--- config.mk ---
export PLATFORM = sky130hd
export DESIGN_NAME = fsct_cfg
export DESIGN_NICKNAME = d
export VERILOG_FILES = /design/src/fsct_pkg.sv /design/src/fsct_cfg.sv
export SDC_FILE = /design/constraint.sdc
export NUM_CORES = 1
export LEC_CHECK = 0
export ABC_CLOCK_PERIOD_IN_PS = 1000
export BUFFER_PORTS_ARGS = -buffer_cell sky130_fd_sc_hd__clkbuf_2
export CAP_MARGIN = 25
export CORE_MARGIN = 2
export CORE_UTILIZATION = 40
export CTS_CLUSTER_SIZE = 20
export DETAILED_ROUTE_END_ITERATION = 7
export GPL_TIMING_DRIVEN = 0
export PLACE_DENSITY = 0.75
export SLEW_MARGIN = 20
export SYNTH_ARGS = -nofsm -noshare
export SYNTH_HDL_FRONTEND = slang
export SYNTH_SLANG_ARGS = --single-unit
export TNS_END_PERCENT = 10
--- constraint.sdc ---
create_clock -name clk -period 1 [get_ports clk]
set_input_delay 0.2 -clock clk [delete_from_list [all_inputs] [get_ports clk]]
set_output_delay 0.2 -clock clk [all_outputs]
set_load 0.005 [all_outputs]
--- src/fsct_pkg.sv ---
`default_nettype none
package fsct_pkg;

	localparam int FIELD_W  = 16;
	localparam int RED_BITS = 14;
	localparam int RED_W    = RED_BITS + 1;
	localparam int DOT_W    = 2 * RED_BITS + 2;
	localparam int RAD_W    = 2 * DOT_W;
	localparam int ROOT_W   = DOT_W;
	localparam int QUO_W    = 8;
	localparam int NUM_W    = DOT_W + QUO_W;
	localparam int SQ_STEPS = ROOT_W;

	typedef enum logic [3:0] {
		REG_EYE_X    = 4'd0,
		REG_EYE_Y    = 4'd1,
		REG_EYE_Z    = 4'd2,
		REG_LIGHT_X  = 4'd3,
		REG_LIGHT_Y  = 4'd4,
		REG_LIGHT_Z  = 4'd5,
		REG_AMBIENT  = 4'd6,
		REG_DIFFUSE  = 4'd7
	} cfg_reg_e;

	typedef struct packed {
		logic signed [FIELD_W-1:0] vert0_x;
		logic signed [FIELD_W-1:0] vert0_y;
		logic signed [FIELD_W-1:0] vert0_z;
		logic signed [FIELD_W-1:0] vert1_x;
		logic signed [FIELD_W-1:0] vert1_y;
		logic signed [FIELD_W-1:0] vert1_z;
		logic signed [FIELD_W-1:0] vert2_x;
		logic signed [FIELD_W-1:0] vert2_y;
		logic signed [FIELD_W-1:0] vert2_z;
	} in_item_t;

	typedef struct packed {
		logic       visible;
		logic [7:0] intensity;
		logic [6:0] half_intensity;
	} out_item_t;

	typedef struct packed {
		logic signed [FIELD_W-1:0] eye_x;
		logic signed [FIELD_W-1:0] eye_y;
		logic signed [FIELD_W-1:0] eye_z;
		logic signed [FIELD_W-1:0] light_x;
		logic signed [FIELD_W-1:0] light_y;
		logic signed [FIELD_W-1:0] light_z;
		logic [7:0]                ambient_term;
		logic [7:0]                diffuse_gain;
	} cfg_t;

	typedef struct packed {
		logic             visible;
		logic             pos;
		logic [DOT_W-1:0] dmag;
		logic [RAD_W-1:0] rad;
	} rad_item_t;

	typedef struct packed {
		logic              visible;
		logic              pos;
		logic [DOT_W-1:0]  dmag;
		logic [ROOT_W-1:0] root;
	} root_item_t;

endpackage
`default_nettype wire

--- src/fsct_cfg.sv ---
`default_nettype none
module fsct_cfg (
	input  logic           clk,
	input  logic           arst_n,
	input  logic           cfg_valid,
	output logic           cfg_ready,
	input  logic [3:0]     cfg_index,
	input  logic [15:0]    cfg_data,
	output fsct_pkg::cfg_t regs
);
	import fsct_pkg::*;

	cfg_t regs_q;

	assign cfg_ready = 1'b1;
	assign regs = regs_q;

	always_ff @(posedge clk or negedge arst_n) begin
		if (!arst_n) begin
			regs_q.eye_x        <= 16'sd0;
			regs_q.eye_y        <= 16'sd0;
			regs_q.eye_z        <= 16'sd12288;
			regs_q.light_x      <= 16'sd0;
			regs_q.light_y      <= 16'sd0;
			regs_q.light_z      <= 16'sd12288;
			regs_q.ambient_term <= 8'd50;
			regs_q.diffuse_gain <= 8'd160;
		end else if (cfg_valid && cfg_ready) begin
			unique case (cfg_index)
				REG_EYE_X:   regs_q.eye_x        <= $signed(cfg_data);
				REG_EYE_Y:   regs_q.eye_y        <= $signed(cfg_data);
				REG_EYE_Z:   regs_q.eye_z        <= $signed(cfg_data);
				REG_LIGHT_X: regs_q.light_x      <= $signed(cfg_data);
				REG_LIGHT_Y: regs_q.light_y      <= $signed(cfg_data);
				REG_LIGHT_Z: regs_q.light_z      <= $signed(cfg_data);
				REG_AMBIENT: regs_q.ambient_term <= cfg_data[7:0];
				REG_DIFFUSE: regs_q.diffuse_gain <= cfg_data[7:0];
				default: ;
			endcase
		end
	end

endmodule
`default_nettype wire

==> impl_metrics.csv <==
group,metric,value,unit
global_routing,gr-usage-met1,22.49,%
global_routing,overflow,0,
timing,slew_violations,0,
placed_design,placed_cell_area,5258,µm²
cells_and_area,largest_reg_flops,112,
die,core-area,10370,µm²
timing,whs,-0.2552,ns
placed_design,port_buffers,132,
drt,drt-total-wl,9913,µm
critical_path,reg2regPathDepth,2,
clocking,clock_sinks,112,
pwr,power,11.83,mW
placed_design,dp_slack,-0.7610,ns
critical_path,cp_data_arrival_time,1.48,ns
logic_synthesis,synth_top_cell_by_area,"dfrtp_1",
global_routing,antenna_found_initial,0,
cells_and_area,final_net_count,426,
cells_and_area,area_growth,34.32,%
global_routing,grt_first_pass_wirelength,15260,µm
cells_and_area,antenna_cells,0,
job,cap_violations,0,
global_routing,grt_max_degree,71,
die,start_util,41.37,%
cells_and_area,multiInputGateArea,1530,µm²
global_routing,grt_usage,17.53,%
logic_synthesis,synth_edf_count,0,
clocking,cts_max_level,3,
cells_and_area,drive_gt1_share,74.02,%
timing,min_period,1.223,ns
logic_synthesis,synthSimpleGateAreaFrac,2.916,%
logic_synthesis,yosysMostFrequentCell,"mux2_2",
drt,drt_iter0_markers,67,
clocking,cts-buffers-inserted,9,
clocking,clock_path_buffers,2,
critical_path,worstSetupStartpoint,"cfg_index[2]",
logic_synthesis,synth_cells,248,
critical_path,required,1.26,ns
placed_design,place.gp.congestion,0.6984,
logic_synthesis,syn_avg_cell_area,17.30,µm²
logic_synthesis,synthArstFlopShare,100.0,%
die,core.rowCount,37,
timing,setup_ws,-0.2226,ns
clocking,path_clk_slew,0.11,ns
critical_path,timing.rr.end,"regs[29]",
timing,final.setup_skew,0,ns
drt,vias,2674,
timing,hold_violations,41,
drt,viasPerCell,4.915,
global_routing,busiest_layer,"met2",
critical_path,path_class,"in -> reg",
outcome,outcome,"complete, but fails checks",
drt,drc,0,
logic_synthesis,yosysTopAreaCellShare,60.08,%
logic_synthesis,synthMuxAreaShare,29.40,%
min_path,hp-class,"in -> async",
critical_path,rrSetupSlack,0.17,ns
logic_synthesis,synthDistinctLibCells,19,
pwr,cellLeakagePower,2.861,nW
cells_and_area,design_area,5763,µm²
critical_path,path_max_fanout,6,
logic_synthesis,synth_seq_cells,112,
pwr,power.density,2052,nW/µm²
die,ios,136,
global_routing,use_met2,27.81,%
logic_synthesis,synth-compound-area-share,0,%
cells_and_area,ff_latch_area,2814,µm²
clocking,cts_tree,"done",
drt,wl_per_cell,18.22,µm
timing,layout_worst_path_cycle_share,122.3,%
critical_path,endpoint_kind,"flop",
clocking,clock_latency,0.36,ns
critical_path,cp-start-kind,"primary input",
cells_and_area,nFillCells,865,
pwr,ir_worst_vdd,0.9395,mV
logic_synthesis,synth-adder-area-share,0,%
critical_path,reg2reg_from,"regs[29]",
global_routing,met3_usage,6.114,%
logic_synthesis,synth_flop_cell,"dfrtp_1",
timing,fmax,0.8179,GHz
logic_synthesis,synth_warnings,0,
drt,drt_first_pass_iters,4,
global_routing,grt_pass1_vias,2743,
placed_design,dp.final_hpwl,6797,µm
logic_synthesis,yosysSeqAreaShare,65.59,%
logic_synthesis,syn-num-nets,271,
drt,drtAntennaViolNets,0,
logic_synthesis,synth_commonest_cells,"112 x mux2_2, 103 x dfrtp_1, 9 x dfstp_2",
logic_synthesis,synth_area,4290,µm²
die,die_width,107.6,µm
logic_synthesis,synth_area_leaders,"dfrtp_1 60%, mux2_2 29%, dfstp_2 5.5%",
clocking,ctsRootBufferMaster,"clkbuf_8",
outcome,violations,"negative hold slack, negative setup slack",
logic_synthesis,synth_top_family_by_area,"multiplexers",
timing,setup-violations-final,163,
critical_path,crit_path_end,"regs[62]",
die,dieHeight,107.6,µm
timing,rsz0062_at_grt,"true",
die,die_area,11570,µm²
logic_synthesis,synth-xor-area-share,0,%
-- metrics by stage --
step / util (%) / instances / setup TNS (ns)
6_report: 55.57 / 544 / -16.32
5_1_grt: 55.57 / 544 / -23.63
4_1_cts: 54.37 / 539 / -18.32
3_5_place_dp: 50.70 / 517 / -56.40
3_3_place_gp: 50.35 / 516 / -238.83
2_1_floorplan: - / 248 / -21.13
-- kinds of logic after synthesis --
logic type	Yosys count
buffers and inverters	11
other	1
AND/OR/NAND/NOR	12
flip-flops	112
multiplexers	112
-- area by class of cell --
| type | count | area share, % |
|---|---|---|
| repair buffers | 144 | 15.54 |
| clock inverters | 6 | 1.259 |
| clock buffers | 10 | 2.388 |
| flip-flops and latches | 112 | 48.83 |
| multi-input cells | 125 | 26.55 |
| plain buffers | 11 | 2.475 |
| well taps | 136 | 2.953 |
-- per-layer routing --
layer / vias up / part of all wire, %
li1: 1182 / -
met1: 1375 / 43
met2: 105 / 48
met3: 12 / 7.2
met4: 0 / 1.5
met5: - / 0
-- layout by cell type (no fill, tap or decap), drive strengths merged --
| cell type | instances |
|---|---|
| nor3b | 3 |
| mux2 | 112 |
| dfrtp | 103 |
| clkinvlp | 1 |
| nor2 | 2 |
| nand2 | 2 |
| conb | 1 |
| bufinv | 1 |
| inv | 4 |
| nand2b | 1 |
| dfstp | 9 |
| buf | 27 |
| nand3b | 3 |
| clkbuf | 138 |
| and3 | 1 |
-- where the power goes --
part	leakage [nW]	internal, mW	switching, mW
combinational	1.40	1.75	1.05
clock	0.104	1.26	1.53
sequential	1.36	5.64	0.604
total	2.86	8.65	3.18
-- what timing repair did --
| item | CTS | global route |
|---|---|---|
| setup endpoints to repair | 201 | 189 |
| cloned | 1 | 1 |
| gates resized for setup | 26 | 17 |
| setup buffers | 5 | 4 |
| pin swaps | 4 | 5 |
| endpoints found under the hold margin | 41 | 41 |
-- worst min-delay path by stage --
stage	startpoint	to	slack [ns]	depth (start not counted)
after global routing	arst_n	regs[27]	-0.26	1
after detailed placement	arst_n	regs[75]	0.15	1
after CTS	arst_n	regs[75]	-0.26	1
after global placement	regs[73]	regs[73]	0.49	1
final	arst_n	regs[63]	-0.26	1
after floorplan	arst_n	regs[0]	-0.1	0
-- critical path: stages --
cell	delay [ns]
buf_8	0.11
nor3b_4	0.32
and3_1	0.23
buf_6	0.16
clkbuf_16	0.17
mux2_4	0.29
Power figures use the tool's default switching activity.
