`config.mk`:
```
export PLATFORM = sky130hd
export DESIGN_NAME = fsct_sqrt
export DESIGN_NICKNAME = d
export VERILOG_FILES = /design/src/fsct_pkg.sv /design/src/fsct_sqrt.sv
export SDC_FILE = /design/constraint.sdc
export NUM_CORES = 2
export LEC_CHECK = 0
export BUFFER_PORTS_ARGS = -buffer_cell sky130_fd_sc_hd__buf_4
export CAP_MARGIN = 20
export CELL_PAD_IN_SITES_DETAIL_PLACEMENT = 2
export CELL_PAD_IN_SITES_GLOBAL_PLACEMENT = 2
export CORE_MARGIN = 1
export CORE_UTILIZATION = 46
export DETAILED_ROUTE_END_ITERATION = 8
export PLACE_DENSITY_LB_ADDON = 0.05
export SYNTH_ARGS = -nofsm -noshare
export SYNTH_HDL_FRONTEND = slang
export SYNTH_MEMORY_MAX_BITS = 65536
export SYNTH_SLANG_ARGS = --single-unit
```
`constraint.sdc`:
```
create_clock -name clk -period 4.82 [get_ports clk]
set_clock_uncertainty 0.05 [all_clocks]
set_input_delay 1.446 -clock clk [delete_from_list [all_inputs] [get_ports clk]]
set_output_delay 1.446 -clock clk [all_outputs]
set_load 0.01 [all_outputs]
```
`src/fsct_pkg.sv`:
```
`default_nettype none
package fsct_pkg;

	localparam int FIELD_W  = 16;
	localparam int RED_BITS = 14;
	localparam int RED_W    = RED_BITS + 1;
	localparam int DOT_W    = 2 * RED_BITS + 2;
	localparam int RAD_W    = 2 * DOT_W;
	localparam int ROOT_W   = DOT_W;
	localparam int QUO_W    = 8;
	localparam int NUM_W    = DOT_W + QUO_W;
	localparam int SQ_STEPS = ROOT_W;

	typedef enum logic [3:0] {
		REG_EYE_X    = 4'd0,
		REG_EYE_Y    = 4'd1,
		REG_EYE_Z    = 4'd2,
		REG_LIGHT_X  = 4'd3,
		REG_LIGHT_Y  = 4'd4,
		REG_LIGHT_Z  = 4'd5,
		REG_AMBIENT  = 4'd6,
		REG_DIFFUSE  = 4'd7
	} cfg_reg_e;

	typedef struct packed {
		logic signed [FIELD_W-1:0] vert0_x;
		logic signed [FIELD_W-1:0] vert0_y;
		logic signed [FIELD_W-1:0] vert0_z;
		logic signed [FIELD_W-1:0] vert1_x;
		logic signed [FIELD_W-1:0] vert1_y;
		logic signed [FIELD_W-1:0] vert1_z;
		logic signed [FIELD_W-1:0] vert2_x;
		logic signed [FIELD_W-1:0] vert2_y;
		logic signed [FIELD_W-1:0] vert2_z;
	} in_item_t;

	typedef struct packed {
		logic       visible;
		logic [7:0] intensity;
		logic [6:0] half_intensity;
	} out_item_t;

	typedef struct packed {
		logic signed [FIELD_W-1:0] eye_x;
		logic signed [FIELD_W-1:0] eye_y;
		logic signed [FIELD_W-1:0] eye_z;
		logic signed [FIELD_W-1:0] light_x;
		logic signed [FIELD_W-1:0] light_y;
		logic signed [FIELD_W-1:0] light_z;
		logic [7:0]                ambient_term;
		logic [7:0]                diffuse_gain;
	} cfg_t;

	typedef struct packed {
		logic             visible;
		logic             pos;
		logic [DOT_W-1:0] dmag;
		logic [RAD_W-1:0] rad;
	} rad_item_t;

	typedef struct packed {
		logic              visible;
		logic              pos;
		logic [DOT_W-1:0]  dmag;
		logic [ROOT_W-1:0] root;
	} root_item_t;

endpackage
`default_nettype wire

```
`src/fsct_sqrt.sv`:
```
`default_nettype none
module fsct_sqrt (
	input  logic                 clk,
	input  logic                 arst_n,
	input  logic                 advance,
	input  logic                 in_vld,
	input  fsct_pkg::rad_item_t  in_item,
	output logic                 out_vld,
	output fsct_pkg::root_item_t out_item
);
	import fsct_pkg::*;

	logic [RAD_W-1:0] rem_s [SQ_STEPS];
	logic [RAD_W-1:0] res_s [SQ_STEPS];
	logic [DOT_W-1:0] dmag_s [SQ_STEPS];
	logic             vld_s [SQ_STEPS];
	logic             vis_s [SQ_STEPS];
	logic             pos_s [SQ_STEPS];

	// one result bit per stage
	for (genvar k = 0; k < SQ_STEPS; k++) begin : g_step
		localparam logic [RAD_W:0] BIT = (RAD_W+1)'(1) << (2 * (SQ_STEPS - 1 - k));

		logic [RAD_W-1:0] rem_in, res_in, rem_nx, res_nx;
		logic [RAD_W:0]   trial;

		if (k == 0) begin : g_first
			assign rem_in = in_item.rad;
			assign res_in = '0;
		end else begin : g_next
			assign rem_in = rem_s[k-1];
			assign res_in = res_s[k-1];
		end

		always_comb begin
			trial = {1'b0, res_in} + BIT;
			if ({1'b0, rem_in} >= trial) begin
				rem_nx = rem_in - trial[RAD_W-1:0];
				res_nx = (res_in >> 1) + BIT[RAD_W-1:0];
			end else begin
				rem_nx = rem_in;
				res_nx = res_in >> 1;
			end
		end

		always_ff @(posedge clk or negedge arst_n) begin
			if (!arst_n) begin
				vld_s[k] <= 1'b0;
			end else if (advance) begin
				vld_s[k] <= (k == 0) ? in_vld : vld_s[(k == 0) ? 0 : k-1];
			end
		end

		always_ff @(posedge clk) begin
			if (advance) begin
				rem_s[k]  <= rem_nx;
				res_s[k]  <= res_nx;
				dmag_s[k] <= (k == 0) ? in_item.dmag : dmag_s[(k == 0) ? 0 : k-1];
				vis_s[k]  <= (k == 0) ? in_item.visible : vis_s[(k == 0) ? 0 : k-1];
				pos_s[k]  <= (k == 0) ? in_item.pos : pos_s[(k == 0) ? 0 : k-1];
			end
		end
	end

	assign out_vld          = vld_s[SQ_STEPS-1];
	assign out_item.visible = vis_s[SQ_STEPS-1];
	assign out_item.pos     = pos_s[SQ_STEPS-1];
	assign out_item.dmag    = dmag_s[SQ_STEPS-1];
	assign out_item.root    = res_s[SQ_STEPS-1][ROOT_W-1:0];

endmodule
`default_nettype wire

```
==> impl_metrics.json <==
{
  "status": "complete, but fails checks",
  "violations": "design-rule violations",
  "period_share_pct": 97.23,
  "synth_area_um2": 136200,
  "layout_common_cells": "edfxtp_1, inv_1, nand2_1",
  "antenna_found_initial": 26,
  "p_int_w": 0.05508,
  "wl_mm": 458.0,
  "finalMaxSlewViolations": 0,
  "postCtsHoldBufs": 0,
  "coreArea_um2": 294300,
  "die_w_um": 546.2,
  "path_clk_slew_ns": 0.07,
  "cp_max_fo": 8,
  "maxCapViolations": 0,
  "top_usage_layer": "met2",
  "place_ws_ns": 0.4991,
  "ys_dominant_reg_cell": "edfxtp_1",
  "cts-buffers-inserted": 348,
  "grt_pass1_vias": 92112,
  "fp.dieArea_um2": 298300,
  "min_delay_path_depth": 0,
  "worstSkewPairLatency_ns": 0.96,
  "end_kind": "register",
  "rsz0062_at_grt": "false",
  "critPathArrivalTime_ns": 5.44,
  "hold_path_class": "reg2reg",
  "layout-drive-gt1-share_pct": 9.861,
  "power.density_nw_per_um2": 510.4,
  "layout_commonest_cell": "edfxtp_1",
  "drc_errors": 24,
  "initial_utilization_pct": 46.29,
  "synth_seq_cells": 3195,
  "cts_tree": "yes",
  "finalSetupViolCount": 0,
  "cts_root_buf": "clkbuf_16",
  "seq_power_share_pct": 47.6,
  "grt_overflow_total": 0,
  "gp_congestion": 0.8670,
  "p_comb_share_pct": 17.8,
  "avgSynthCellArea_um2": 14.37,
  "setup-tns-final_ns": 0,
  "async_reset_ff_share_pct": 0.9390,
  "hold_viol": 0,
  "drt-wirelength-per-cell_um": 32.40,
  "num_io_pins": 159,
  "use_met1_pct": 39.03,
  "ant_nets": 0,
  "max_freq_mhz": 213.4,
  "num-nets-final": 10524,
  "yosysWarnings": 0,
  "clkPwrFrac_pct": 34.6,
  "die_y_um": 546.2,
  "synthCells": 9482,
  "use_met2_pct": 50.82,
  "path_class": "reg2reg",
  "areaGrowthSynthToFinish_pct": 13.44,
  "switching_share_pct": 30.17,
  "synth_edf_count": 3165,
  "drt_iter0_drc": 8387,
  "grt_pass1_wl_mm": 662.0,
  "vias_per_cell": 6.009,
  "worst_slack_ns": 0.1337,
  "ys_seq_area_share_pct": 70.32,
  "worst_pin_slew_ns": 1.141,
  "p_leak_nw": 56.58,
  "vias": 84937,
  "placementRows": 199,
  "yosysUniqueCellTypes": 99,
  "grt_use_total_pct": 30.31,
  "place_hpwl_mm": 326.9,
  "port_buffers": 158,
  "cts_sinks": 3195,
  "required_ns": 5.57,
  "vdd_drop_max_uv": 388.0,
  "max-slew-margin-rel_pct": 23.78,
  "fillers": 26966,
  "first_pass_iters": 7,
  "rr_worst_depth": 14,
  "p_switching_w": 0.02379,
  "grtUsageMet3_pct": 3.829,
  "min_period_ns": 4.686,
  "worstSetupStartpointType": "register",
  "cts_buffer_depth": 4,
  "ctsResizeCount": 0,
  "cts_setup_buffers": 0,
  "grt_max_degree": 132,
  "synth_fp_nets": 10071,
  "cts-htree-levels": 5
}
-- cell type report --
| class | count | area, µm² | area share (%) |
|---|---|---|---|
| tap | 3919 | 4903 | 3.173 |
| timing repair buffer | 324 | 2933 | 1.898 |
| sequential | 3195 | 95790 | 61.99 |
| inverter | 602 | 2260 | 1.462 |
| antenna | 5 | 12.51 | 0.008097 |
| clock buffer | 418 | 9034 | 5.846 |
| clock inverter | 209 | 2330 | 1.508 |
| multi-input combinational | 5464 | 37270 | 24.12 |
-- kinds of logic (layout without fill, tap and decap cells) --
logic type	Yosys count	in the layout	synth area share [%]
compound gates	1610	1610	7.304
xor+xnor	776	776	4.989
fa+ha+maj	493	493	4.528
buf+inv	823	1553	2.389
flops	3195	3195	70.32
mux	123	123	1.001
other cells	0	5	0
simple gates	2462	2462	9.470
-- final timing paths --
| path | from | to | slack (ns) |
|---|---|---|---|
| setup / recovery | res_s[20][37] | rem_s[5][106] | 0.13 |
| hold / removal | dmag_s[1][144] | dmag_s[1][174] | 0.33 |
| setup reg to reg | res_s[20][37] | rem_s[5][106] | 0.13 |
| hold reg to reg | dmag_s[1][144] | dmag_s[1][174] | 0.33 |
| max in group asynchronous | arst_n | vld_s[16] | 4.03 |
| min in group asynchronous | arst_n | vld_s[18] | 0.39 |
-- cell usage after synthesis (157+ instances only) --
| cell | n | share of area, % |
|---|---|---|
| edfxtp_1 | 3165 | 70 |
| inv_1 | 599 | 1.7 |
| nand2_1 | 552 | 1.5 |
| a21oi_1 | 523 | 1.9 |
| nor2_1 | 508 | 1.4 |
| ha_1 | 493 | 4.5 |
| xnor2_1 | 425 | 2.7 |
| o21ai_0 | 410 | 1.5 |
| xor2_1 | 351 | 2.3 |
| nor4_1 | 271 | 1.2 |
| nor3_1 | 211 | 0.78 |
| a21o_1 | 184 | 1.0 |
| clkbuf_1 | 157 | 0.43 |
-- per-stage QoR --
stage / cell area (µm²) / instances / hold slack [ns] / total power [W] / util [%]
floorplan: 136200 / 9482 / 0.3503 / 0.04463 / -
global placement: 143100 / 13501 / 0.3503 / 0.04984 / 48.64
detailed placement: 143100 / 13503 / 0.3556 / 0.05125 / 48.64
CTS: 154500 / 14130 / 0.3254 / 0.07914 / 52.50
global route: 154500 / 14133 / 0.3367 / 0.08124 / 52.50
finish: 154500 / 14136 / 0.3294 / 0.07887 / 52.51
-- worst max-delay path: stages (launching register included) --
cell      delay [ns]
edfxtp_1        0.63
inv_1           0.10
ha_1            0.51
nand2_1         0.13
nor4_1          0.56
buf_4           0.25
nand4_1         0.09
buf_4           0.20
o31ai_1         0.45
nor3_4          0.13
nor2_4          0.21
and4bb_1        0.48
nand2b_1        0.17
xnor2_1         0.34
buf_4           0.22
-- registers in the layout, summed over array words and instances, names as in the netlist --
name,flops
rem_s,1740
dmag_s,900
res_s,465
pos_s,30
vis_s,30
vld_s,29
out_vld,1
-- per-layer routing --
metal | wire length [µm] | vias up
li1 | - | 36659
met1 | 186000 | 44107
met2 | 221300 | 3147
met3 | 25930 | 1018
met4 | 24840 | 6
met5 | 39 | -
-- power groups by stage --
| stage | Sequential [W] | Clock [W] | Combinational [W] |
|---|---|---|---|
| after floorplan | 0.0361 | 0 | 0.00855 |
| after global placement | 0.0374 | 0 | 0.0125 |
| after detailed placement | 0.0378 | 0 | 0.0134 |
| after CTS | 0.0375 | 0.0278 | 0.0139 |
| after global routing | 0.0377 | 0.0286 | 0.0150 |
| final | 0.0375 | 0.0273 | 0.0141 |
Note: power is estimated with default switching activity, not from simulation.
