`config.mk`:
```
export PLATFORM = sky130hd
export DESIGN_NAME = fsct_div
export DESIGN_NICKNAME = d
export VERILOG_FILES = /design/src/fsct_pkg.sv /design/src/fsct_div.sv
export SDC_FILE = /design/constraint.sdc
export NUM_CORES = 2
export LEC_CHECK = 0
export BUFFER_PORTS_ARGS = -buffer_cell sky130_fd_sc_hd__buf_2
export CORE_MARGIN = 1
export CORE_UTILIZATION = 35
export CTS_CLUSTER_DIAMETER = 30
export CTS_CLUSTER_SIZE = 25
export DETAILED_ROUTE_END_ITERATION = 6
export GPL_TIMING_DRIVEN = 0
export PLACE_DENSITY_LB_ADDON = 0.05
export SYNTH_ARGS = -nofsm -noshare
export SYNTH_HDL_FRONTEND = slang
export SYNTH_SLANG_ARGS = --single-unit
```
`constraint.sdc`:
```
create_clock -name clk -period 4.2 [get_ports clk]
set_input_delay 0.42 -clock clk [delete_from_list [all_inputs] [get_ports clk]]
set_output_delay 0.42 -clock clk [all_outputs]
set_load 0.1 [all_outputs]
```
`src/fsct_pkg.sv`:
```
`default_nettype none
package fsct_pkg;

	localparam int FIELD_W  = 16;
	localparam int RED_BITS = 14;
	localparam int RED_W    = RED_BITS + 1;
	localparam int DOT_W    = 2 * RED_BITS + 2;
	localparam int RAD_W    = 2 * DOT_W;
	localparam int ROOT_W   = DOT_W;
	localparam int QUO_W    = 8;
	localparam int NUM_W    = DOT_W + QUO_W;
	localparam int SQ_STEPS = ROOT_W;

	typedef enum logic [3:0] {
		REG_EYE_X    = 4'd0,
		REG_EYE_Y    = 4'd1,
		REG_EYE_Z    = 4'd2,
		REG_LIGHT_X  = 4'd3,
		REG_LIGHT_Y  = 4'd4,
		REG_LIGHT_Z  = 4'd5,
		REG_AMBIENT  = 4'd6,
		REG_DIFFUSE  = 4'd7
	} cfg_reg_e;

	typedef struct packed {
		logic signed [FIELD_W-1:0] vert0_x;
		logic signed [FIELD_W-1:0] vert0_y;
		logic signed [FIELD_W-1:0] vert0_z;
		logic signed [FIELD_W-1:0] vert1_x;
		logic signed [FIELD_W-1:0] vert1_y;
		logic signed [FIELD_W-1:0] vert1_z;
		logic signed [FIELD_W-1:0] vert2_x;
		logic signed [FIELD_W-1:0] vert2_y;
		logic signed [FIELD_W-1:0] vert2_z;
	} in_item_t;

	typedef struct packed {
		logic       visible;
		logic [7:0] intensity;
		logic [6:0] half_intensity;
	} out_item_t;

	typedef struct packed {
		logic signed [FIELD_W-1:0] eye_x;
		logic signed [FIELD_W-1:0] eye_y;
		logic signed [FIELD_W-1:0] eye_z;
		logic signed [FIELD_W-1:0] light_x;
		logic signed [FIELD_W-1:0] light_y;
		logic signed [FIELD_W-1:0] light_z;
		logic [7:0]                ambient_term;
		logic [7:0]                diffuse_gain;
	} cfg_t;

	typedef struct packed {
		logic             visible;
		logic             pos;
		logic [DOT_W-1:0] dmag;
		logic [RAD_W-1:0] rad;
	} rad_item_t;

	typedef struct packed {
		logic              visible;
		logic              pos;
		logic [DOT_W-1:0]  dmag;
		logic [ROOT_W-1:0] root;
	} root_item_t;

endpackage
`default_nettype wire

```
`src/fsct_div.sv`:
```
`default_nettype none
module fsct_div (
	input  logic                 clk,
	input  logic                 arst_n,
	input  logic                 advance,
	input  logic                 in_vld,
	input  fsct_pkg::root_item_t in_item,
	input  fsct_pkg::cfg_t       cfg,
	output logic                 out_vld,
	output fsct_pkg::out_item_t  out_item
);
	import fsct_pkg::*;

	logic [NUM_W-1:0]  rem_s  [QUO_W+1];
	logic [QUO_W-1:0]  quo_s  [QUO_W+1];
	logic [ROOT_W-1:0] root_s [QUO_W+1];
	logic              vld_s  [QUO_W+1];
	logic              vis_s  [QUO_W+1];
	logic              pos_s  [QUO_W+1];

	// numerator: gain times dot
	always_ff @(posedge clk or negedge arst_n) begin
		if (!arst_n) begin
			vld_s[0] <= 1'b0;
		end else if (advance) begin
			vld_s[0] <= in_vld;
		end
	end

	always_ff @(posedge clk) begin
		if (advance) begin
			rem_s[0]  <= in_item.pos ? cfg.diffuse_gain * in_item.dmag : '0;
			quo_s[0]  <= '0;
			root_s[0] <= in_item.root;
			vis_s[0]  <= in_item.visible;
			pos_s[0]  <= in_item.pos;
		end
	end

	// restoring division, quotient MSB first
	for (genvar j = 0; j < QUO_W; j++) begin : g_step
		localparam int QB = QUO_W - 1 - j;

		logic [NUM_W-1:0] den;
		logic             ge;

		assign den = NUM_W'(root_s[j]) << QB;
		assign ge  = rem_s[j] >= den;

		always_ff @(posedge clk or negedge arst_n) begin
			if (!arst_n) begin
				vld_s[j+1] <= 1'b0;
			end else if (advance) begin
				vld_s[j+1] <= vld_s[j];
			end
		end

		always_ff @(posedge clk) begin
			if (advance) begin
				rem_s[j+1]  <= ge ? rem_s[j] - den : rem_s[j];
				quo_s[j+1]  <= quo_s[j] | (QUO_W'(ge) << QB);
				root_s[j+1] <= root_s[j];
				vis_s[j+1]  <= vis_s[j];
				pos_s[j+1]  <= pos_s[j];
			end
		end
	end

	logic [QUO_W-1:0] diffuse;
	logic [QUO_W:0]   total;
	logic [7:0]       inten;

	always_comb begin
		diffuse = pos_s[QUO_W] ? quo_s[QUO_W] : '0;
		total   = {1'b0, diffuse} + {1'b0, cfg.ambient_term};
		inten   = total[QUO_W] ? 8'hFF : total[7:0];
		out_item.visible        = vis_s[QUO_W];
		out_item.intensity      = vis_s[QUO_W] ? inten : 8'd0;
		out_item.half_intensity = vis_s[QUO_W] ? inten[7:1] : 7'd0;
	end

	assign out_vld = vld_s[QUO_W];

endmodule
`default_nettype wire

```
==> results by group <==
Clock network
  – Total CTS buffers: 142
  – Worst-path clk slew: about 0.05 ns
  – Clk sinks: 607
  – Clk Latency, worst-skew pair: between 0.7 and 0.8 ns
  – Worst-case clock buffer depth: 3
  – CTS tree: built
  – # H-tree levels: 4
  – CTS root buffer: clkbuf_16

Worst setup path
  – Crit Reg-Reg Startpoint: rem_s[0][256]
  – Critical Path AT: 4.81 ns
  – Critical path class: in2reg
  – WP data required: approximately 4.7 ns
  – Crit-path slowest cell: fa_1
  – Flop2flop setup slack: 0.16 ns
  – Worst Path Max Fanout: 8
  – Critical path cell sequence: clkbuf_16 -> and2_4 -> fa_1 -> fa_1 -> fa_1 -> inv_1 -> fa_1 -> inv_2 -> ha_4 -> o21a_1 -> o21ai_2 -> a21oi_4 -> o31ai_4 -> a21oi_2 -> a31oi_4 -> o31ai_4 -> buf_6 -> a311oi_2 -> xnor2_1 -> and2_1
  – Top cell by count, worst path: fa_1
  – Crit path max-delay family: adder cells
  – CP Buf/Inv Count: 4
  – Slowest cell delay on critical path: ~0.53 ns
  – Worst setup SP type: input pin
  – Crit Reg-Reg Endpoint: rem_s[0][293]
  – Worst reg2reg path depth: 12
  – CP Capture Type: flop

Logic synthesis
  – Yosys warns: 0
  – Post-Synthesis Cells: 3924
  – #FFs+latches synth: 607
  – Synthesized area: 41800 um^2
  – Sequential fraction of the synthesis area: 43.5%
  – Net count of the mapped netlist: 4584
  – Mean Syn Cell Area: 10.6 um^2
  – EDFF count, synth: 598
  – Main synth FF type: edfxtp_1
  – Synth unique cells: 92
  – Ys async rst share: between 1 and 1.5%

Power
  – Clock power frac: between 20% and 30%
  – Worst VDD drop: between 0.0004 and 0.0005 V
  – Sw Pwr: 0.0154 W
  – Internal power: 0.0254 W
  – Power Dens Cells: 798 nW/um^2
  – Flop pwr share: approximately 25%
  – Leakage: 21.7 nW
  – Switching Share: 37.7%
  – Combinational Power Share: approximately 48%

Placement
  – Worst slack, placed: -1.45 ns
  – Dpl hpwl: 84100 um
  – Placed cells: 5553
  – I/O Buffers: just under 90
  – Global placement routability congestion: 0.877

STA
  – Final hold viol count: 0
  – Final Cycle Share: 103%
  – Measured slew at the worst slew-check pin: 1.20 ns
  – WHS: 0.0640 ns
  – Fin. max-slew vios: 0
  – Final Setup Violations: 7
  – Unrepaired setup endpoints after global routing: yes
  – Layout Skew: around 0.033 ns
  – Max-slew headroom: 19.2%
  – Final Worst Setup Slack: -0.115 ns
  – Post-layout min period: 4.32 ns
  – FMAX: between 200 and 250 MHz

Worst hold path
  – Hold Crit Start: in_item[30]
  – Hold Path Depth: 2
  – Hold Path End: rem_s[0][0]
  – Worst Hold Class: in2reg

Global routing
  – Vias in the first global route: 30600
  – Total GRT Usage: 17.8%
  – First-pass GRT wire length: 167000 um
  – Met3 Track Usage GR: 2.47%
  – GRT met1 Usage: a little under a fifth
  – GRT Max-Usage Layer: met2
  – Met2 Use GR: between 30% and 40%
  – Antenna violations before repair: 2
  – Remaining Overflow, GRT: 0
  – Pin count of the biggest net entering global routing: ~130

Cells and area
  – Nets: 4902
  – FILL cells: 11400
  – Non-filler cells, final: 5897
  – Layout area overhead: 22.5%
  – Layout cell share with drive strength beyond 1: 15.1%

Outcome
  – Failing checks: negative setup slack
  – Outcome: finished, violations left

Routing
  – Vias/cell: 4.80
  – Post-DR wirelength/cell: 17.9 um
  – Post-route ant nets: 0
  – First-pass DRT Iterations: 5
  – DRC: 0
  – Initial DRC count: 1042
  – Total length of routed wires: 106000 um
  – Vias: 28300

Die
  – Die H: 347 um
  – Num rows: 126
  – Core area: 118000 um^2
  – Die W: between 300 and 400 um
  – Die area: 121000 um^2
  – Top-level port count: 195
  – Initial core utilization: between 30% and 40%

Flow run
  – Max-capacitance violation count: 0
cells in the final DEF, fill, tap and decap left out, drive strengths merged, types with 31 or more instances in the layout:
master       instances
clkbuf             239
nand3               55
o21a                47
a31oi               33
nand4               37
edfxtp             598
dlygate4sd3         33
inv                520
buf                159
a21oi              324
fa                 176
and2               226
nor2               244
nor3                35
nand2b              31
mux2                73
o21ai              169
nand2              231
nor2b               44
ha                 306
a21o               148
xor2                83
clkinv              58
xnor2              148
final cells by class:
| type | instances | area, um^2 | share of cell area [%] |
|---|---|---|---|
| Inverter | 508 | 1910 | 3.74 |
| Tap cell | 1536 | 1920 | 3.76 |
| Buffer | 104 | 787 | 1.54 |
| Antenna cell | 1 | 2.50 | 0.00489 |
| Clock inverter | 109 | 1340 | 2.62 |
| Sequential cell | 607 | 18200 | 35.6 |
| Timing Repair Buffer | 174 | 1480 | 2.89 |
| Multi-Input combinational cell | 2705 | 21900 | 42.8 |
| Clock buffer | 153 | 3600 | 7.05 |
per-layer routing:
layer | up-vias | part of all wire [%]
met5 | - | 0
met4 | 0 | 5.1
met3 | 224 | 2.4
met2 | 405 | 53
met1 | 13200 | 39
li1 | 14500 | -
synth_stat cells (7+ instances only):
cell type  number  area [um^2]
nor3_1         35          175
nor3b_1         8         60.1
a21oi_1       323         1620
a21boi_0       12         90.1
mux2i_1         8         80.1
dfrtp_1         9          225
edfxtp_1      598        18000
fa_1          176         3520
ha_1          306         3830
nor2_1        244          916
mux2_4         18          270
a21o_1        148         1110
o21a_1         47          353
o2111ai_1       7         61.3
nor2b_1        44          275
a211o_1         7         61.3
inv_1         505         1900
o31ai_1        13         97.6
a41oi_1         7         61.3
and3_1         23          144
nand4_1        37          231
a211oi_1       20          150
a221oi_1        7         61.3
o21ai_1         9         45.0
o211ai_1       15          113
nor4_1         17          106
and2_1        224         1400
o21bai_1       26          195
nand3_1        55          275
nand2_1       231          867
clkbuf_1       79          297
mux2_2         55          619
or2_2           9         56.3
or3_1          17          106
xor2_1         83          727
a311oi_1        7         61.3
buf_4          12         90.1
nand2b_1       31          194
o21ai_0       159          796
xnor2_1       148         1300
a31oi_1        32          200
state kept, by name, indices dropped and copies added (netlist names):
signal   count
out_vld      1
pos_s        9
quo_s       36
rem_s      304
root_s     240
vis_s        9
vld_s        8
power by group through the flow:
stage                     Combinational, W  Clock, W  Sequential [W]
after floorplan                     0.0144         0         0.00998
after global placement              0.0184         0          0.0106
after detailed placement            0.0183         0          0.0104
after CTS                           0.0192    0.0113          0.0103
after global routing                0.0218    0.0116          0.0105
final                               0.0194    0.0111          0.0103
cell families (layout without fill, tap and decap cells):
| family | after synthesis | in the layout | synth area share (%) |
|---|---|---|---|
| XOR/XNOR | 231 | 231 | 4.84 |
| multiplexers | 81 | 81 | 2.32 |
| AO/OA/AOI/OAI | 908 | 908 | 13.8 |
| buffers and inverters | 612 | 1048 | 5.76 |
| adder cells (fa/ha/maj) | 482 | 482 | 17.6 |
| other | 0 | 1 | 0 |
| AND/OR/NAND/NOR | 1003 | 1003 | 12.1 |
| flip-flops | 607 | 607 | 43.5 |
per-stage QoR:
stage | cell area (um^2) | util [%] | total power (W) | TNS [ns]
after floorplan | 42200 | - | 0.0243 | -9.24
after global placement | 44500 | 37.7 | 0.0290 | -4052.32
after detailed placement | 44700 | 37.8 | 0.0288 | -62.97
after CTS | 50800 | 42.9 | 0.0409 | -0.690
after global routing | 51100 | 43.3 | 0.0439 | -2.08
final | 51100 | 43.3 | 0.0408 | -0.549
how the worst max path moves through the flow:
stage	start	end	slack (ns)	depth (start not counted)
after floorplan	cfg[2]	rem_s[0][31]	-0.63	19
after global placement	advance	vld_s[7]	-6.97	3
after detailed placement	cfg[4]	rem_s[0][34]	-1.45	19
after CTS	cfg[5]	rem_s[0][31]	-0.15	20
after global routing	cfg[6]	rem_s[0][35]	-0.25	20
final	cfg[3]	rem_s[0][35]	-0.12	20
what timing repair did:
item	4_1_cts	5_1_grt
setup endpoints to repair	193	88
hold buffers	33	0
endpoints found under the hold margin	41	0
pin swaps	68	41
buffers inserted	29	18
resized for setup	135	72
gates cloned	2	0
(Power assumes the default switching activity.)
